`src/rtl/jtp_pkg.sv`:
```
package jtp_pkg;

    // Component format: signed Q2.13, real part in the upper half of a packed word
    localparam int COMP_W    = 16;
    localparam int FRAC_W    = COMP_W - 3;
    localparam int CPLX_W    = 2 * COMP_W;

    // Intermediate L*M element: sum of four 16x16 products, kept exact
    localparam int T_W       = 2 * COMP_W + 2;
    // Final accumulator: sum of four T_W x COMP_W products, kept exact
    localparam int ACC_W     = T_W + COMP_W + 2;

    // Rounding drops 2*FRAC_W fraction bits
    localparam int RND_SHIFT = 2 * FRAC_W;
    localparam int RND_W     = ACC_W - RND_SHIFT;

    // Carried right matrix, four packed elements
    localparam int RMAT_W    = 4 * CPLX_W;

    typedef struct packed {
        logic [CPLX_W-1:0] left_11;
        logic [CPLX_W-1:0] left_12;
        logic [CPLX_W-1:0] left_21;
        logic [CPLX_W-1:0] left_22;
        logic [CPLX_W-1:0] mid_11;
        logic [CPLX_W-1:0] mid_12;
        logic [CPLX_W-1:0] mid_21;
        logic [CPLX_W-1:0] mid_22;
        logic [CPLX_W-1:0] right_11;
        logic [CPLX_W-1:0] right_12;
        logic [CPLX_W-1:0] right_21;
        logic [CPLX_W-1:0] right_22;
    } mats_t;

    typedef struct packed {
        logic [CPLX_W-1:0] prod_11;
        logic [CPLX_W-1:0] prod_12;
        logic [CPLX_W-1:0] prod_21;
        logic [CPLX_W-1:0] prod_22;
        logic              saturated;
    } prod_t;

endpackage

```
`src/rtl/jtp_round_sat.sv`:
```
module jtp_round_sat (
    input  logic                clk,
    input  logic                rst_n,
    input  logic                in_valid,
    output logic                in_ready,
    input  logic signed [jtp_pkg::ACC_W-1:0] acc_re [4],
    input  logic signed [jtp_pkg::ACC_W-1:0] acc_im [4],
    output logic                out_valid,
    input  logic                out_ready,
    output jtp_pkg::prod_t      prod
);

    import jtp_pkg::*;

    localparam logic signed [ACC_W-1:0] BIAS =
        {{(ACC_W-RND_SHIFT){1'b0}}, 1'b1, {(RND_SHIFT-1){1'b0}}};
    localparam logic signed [RND_W-1:0] MAXV =
        {{(RND_W-COMP_W+1){1'b0}}, {(COMP_W-1){1'b1}}};
    localparam logic signed [RND_W-1:0] MINV =
        {{(RND_W-COMP_W+1){1'b1}}, {(COMP_W-1){1'b0}}};

    // Round half up, then clip; returns {clipped, component}
    function automatic logic [COMP_W:0] rnd_sat(input logic signed [ACC_W-1:0] v);
        logic signed [ACC_W-1:0] biased;
        logic signed [RND_W-1:0] r;
        logic                    sat;
        logic [COMP_W-1:0]       c;
        biased = v + BIAS;
        r      = RND_W'(biased >>> RND_SHIFT);
        sat    = 1'b0;
        c      = r[COMP_W-1:0];
        if (r > MAXV)
        begin
            sat = 1'b1;
            c   = MAXV[COMP_W-1:0];
        end
        else if (r < MINV)
        begin
            sat = 1'b1;
            c   = MINV[COMP_W-1:0];
        end
        return {sat, c};
    endfunction

    logic [COMP_W:0] re_rs [4];
    logic [COMP_W:0] im_rs [4];
    prod_t           prod_next;
    prod_t           prod_reg;
    logic            valid_reg;
    logic            en;

    assign en       = !valid_reg || out_ready;
    assign in_ready = en;

    // Round and clip all eight components
    always_comb
    begin
        for (int e = 0; e < 4; e++)
        begin
            re_rs[e] = rnd_sat(acc_re[e]);
            im_rs[e] = rnd_sat(acc_im[e]);
        end
        prod_next.prod_11   = {re_rs[0][COMP_W-1:0], im_rs[0][COMP_W-1:0]};
        prod_next.prod_12   = {re_rs[1][COMP_W-1:0], im_rs[1][COMP_W-1:0]};
        prod_next.prod_21   = {re_rs[2][COMP_W-1:0], im_rs[2][COMP_W-1:0]};
        prod_next.prod_22   = {re_rs[3][COMP_W-1:0], im_rs[3][COMP_W-1:0]};
        prod_next.saturated = re_rs[0][COMP_W] | im_rs[0][COMP_W]
                            | re_rs[1][COMP_W] | im_rs[1][COMP_W]
                            | re_rs[2][COMP_W] | im_rs[2][COMP_W]
                            | re_rs[3][COMP_W] | im_rs[3][COMP_W];
    end

    // Output register
    always_ff @(posedge clk or negedge rst_n)
    begin
        if (!rst_n)
        begin
            valid_reg <= 1'b0;
        end
        else if (en)
        begin
            valid_reg <= in_valid;
        end
    end

    always_ff @(posedge clk)
    begin
        if (en)
        begin
            prod_reg <= prod_next;
        end
    end

    assign out_valid = valid_reg;
    assign prod      = prod_reg;

endmodule

```
`config.mk`:
```
export PLATFORM = sky130hd
export DESIGN_NAME = jtp_round_sat
export DESIGN_NICKNAME = d
export VERILOG_FILES = /design/src/rtl/jtp_pkg.sv /design/src/rtl/jtp_round_sat.sv
export SDC_FILE = /design/constraint.sdc
export NUM_CORES = 1
export LEC_CHECK = 0
export ABC_AREA = 0
export BUFFER_PORTS_ARGS = -buffer_cell sky130_fd_sc_hd__buf_4
export CAP_MARGIN = 30
export CORE_AREA = 4 4 210 212
export CTS_CLUSTER_DIAMETER = 80
export DETAILED_ROUTE_END_ITERATION = 12
export DIE_AREA = 0 0 214 216
export HOLD_SLACK_MARGIN = 0.02
export SYNTH_ARGS = -nofsm -noshare
export SYNTH_HDL_FRONTEND = slang
export SYNTH_SLANG_ARGS = --single-unit
```
`constraint.sdc`:
```
create_clock -name clk -period 10.46 [get_ports clk]
set_clock_uncertainty 0.15 [all_clocks]
set_input_delay 1.046 -clock clk [delete_from_list [all_inputs] [get_ports clk]]
set_output_delay 1.046 -clock clk [all_outputs]
set_load 0.05 [all_outputs]
```
==> metrics.cfg <==
[grt]
grt_usage_pct = 14.9
grt.busiest_layer = met2
grt_max_degree = 69
grtUsageMet1_pct = 18.9
grt_first_pass_wirelength_um = 53800
grt.overflow.total = 0
grt_pass1_vias = 9332
antenna_found_initial = 4
met2_usage_pct = 23.6
grt.met3_usage_pct = 5.82

[yosys]
syn_area_sq_mm = 0.00947
yosysSeqAreaShare_pct = 41.2
synth_common_cells = edfxtp_1 (129), o21ai_0 (119), nand2_1 (84), nand3_1 (83), xor2_1 (77)
yosysTopAreaCell = edfxtp_1
synth.most_common_cell = edfxtp_1
ys_dominant_reg_cell = edfxtp_1
ys_ff_latch = 130
syn_inst = 1035
synth_top_area_share_pct = 40.9
async_flop_share_pct = 0.769
synth-edff-count = 129
syn-num-nets = 1463
netlist_top_cells_area = edfxtp_1 (41%), xor2_1 (7.1%), o21ai_0 (6.3%)
synth.avg_cell_area_sq_um = 9.15
ys_warn_count = 0
yosysUniqueCellTypes = 75

[detailed_routing]
wire_per_inst_um = 18.5
viasPerCell = 5.02
drt-initial-drc-count = 821
drc = 0
routed_wl_um = 35800
vias = 9699
drt_first_pass_iters = 5
antenna_left = 0

[placed_design]
place_area_sq_mm = 0.0127
placed_cells = 1898
io_buffers = 350
hpwl_um = 28700
place_congestion = 0.883

[setup_path]
endpoint_kind = flip-flop
critPathKind = primary input to flip-flop
critPathArrivalTime_ps = 4620
crit_fanout = 16
required_ps = 10490
worst_setup_path_start_kind = primary input

[timing]
rsz0062_at_grt = no
finalCritPeriodShare_pct = 43.9
hold_viol = 0
finalCriticalPeriod_ps = 4590
max_freq_mhz = 218
finalSetupViolCount = 0
max_slew_margin_pct = 36.8
drv_slew = 0
tightest_slew_ps = 941
fin_tns_setup_ps = 0

[clocking]
cts_buffer_depth = 2
worst_setup_hold_path_clk_slew_ps = 60
ctsHoldBuffers = 0
cts_resized = 0
cts_buffers = 17
clock_latency_ps = 440
cts.sinks = 130
htree_levels = 4
post-cts-setup-buffers = 0
cts_tree = done
cts_root_buf = clkbuf_16

[die]
pin_count = 551
core_area_sq_mm = 0.0419
die_w_um = 214
rows = 75
initial_core_util_pct = 22.6
die_area_sq_mm = 0.0462
die_h_um = 216

[hold_path]
hold_class = primary input to asynchronous set/reset pin

[power]
p_leak_nw = 4.85
peakVddDrop_v = 0.0000940
power_w = 0.00174
p_per_area_mw_per_mm2 = 130

[finish]
multiInputGateArea_sq_mm = 0.00536
final_cells = 1931
n_antenna_cell = 0
area.sequential_sq_mm = 0.00390
largest_reg_flops = 129
fin_util_pct = 31.9
area_growth_pct = 41.1
layout.nets = 1807
drive_gt1_share_pct = 30.1
fillers = 4337
stdcell_area_sq_mm = 0.0134

[status]
status = finished, final reports clean

[flow_run]
timing.max_cap.violations = 0

==> final cells by class <==
class                   instances  area share [%]
flip-flops and latches        130            29.2
clock inverters                15            1.59
clock buffers                  17            3.18
inverters                      25           0.702
multi-input cells             845            40.1
well taps                     539            5.04
repair buffers                360            20.2
==> cells by family after synthesis <==
logic type,synth area share [%]
buffers and inverters,2.46
AND/OR/NAND/NOR,26.7
multiplexers,0.541
AO/OA/AOI/OAI,15.2
XOR/XNOR,12.9
adder cells (fa/ha/maj),1.06
flip-flops,41.2
==> worst paths after layout <==
check                                start        end  slack [ps]  cells after the start
max in group asynchronous            rst_n  out_valid        9870                      1
worst max register to register   out_valid   prod[62]        7680                      3
worst min-delay path                 rst_n  out_valid         210                      1
min in group clk                 out_valid  out_valid         570                      2
worst min register to register   out_valid  out_valid         570                      2
worst max-delay path            acc_re[25]    prod[0]        5870                     12
==> per-layer routing <==
metal / routed length [um] / vias to the layer above
met5: 25 / -
met4: 609 / 6
met3: 3490 / 43
met2: 16200 / 420
met1: 15500 / 4579
li1: - / 4651
==> report_power, final <==
part / switching, W / internal, W / total [W]
Sequential: 0.0000128 / 0.000622 / 0.000635
Clock: 0.000246 / 0.000420 / 0.000666
Combinational: 0.000285 / 0.000151 / 0.000436
==> through the flow <==
step / setup slack, ps / hold slack [ps]
after floorplan: 4740 / 600
after global placement: 5390 / 560
after detailed placement: 5360 / 574
after CTS: 5850 / 168
after global routing: 5540 / 181
final: 5870 / 212
==> worst max-delay path, stage by stage <==
cell and delay, ps:
buf_4 110, ha_1 190, nand3_1 240, nor2_2 340, nand2_1 260, nor4_1 500, nand3_1 150, xor2_1 320
a31oi_1 80, buf_4 220, or4_1 620, or4_1 540
==> cell usage in the layout (no fill, tap or decap), drive strengths merged, types with 8 or more instances in the layout <==
cell    count
buf       360
o21ai     140
edfxtp    129
nand2      84
nand3      84
xor2       77
xnor2      63
nor2       51
nand4      46
nor3       46
and3       38
inv        26
and4       23
a21oi      18
a31oi      18
clkbuf     17
nor4       15
and2       11
ha          8
Note: power is estimated with default switching activity, not from simulation.
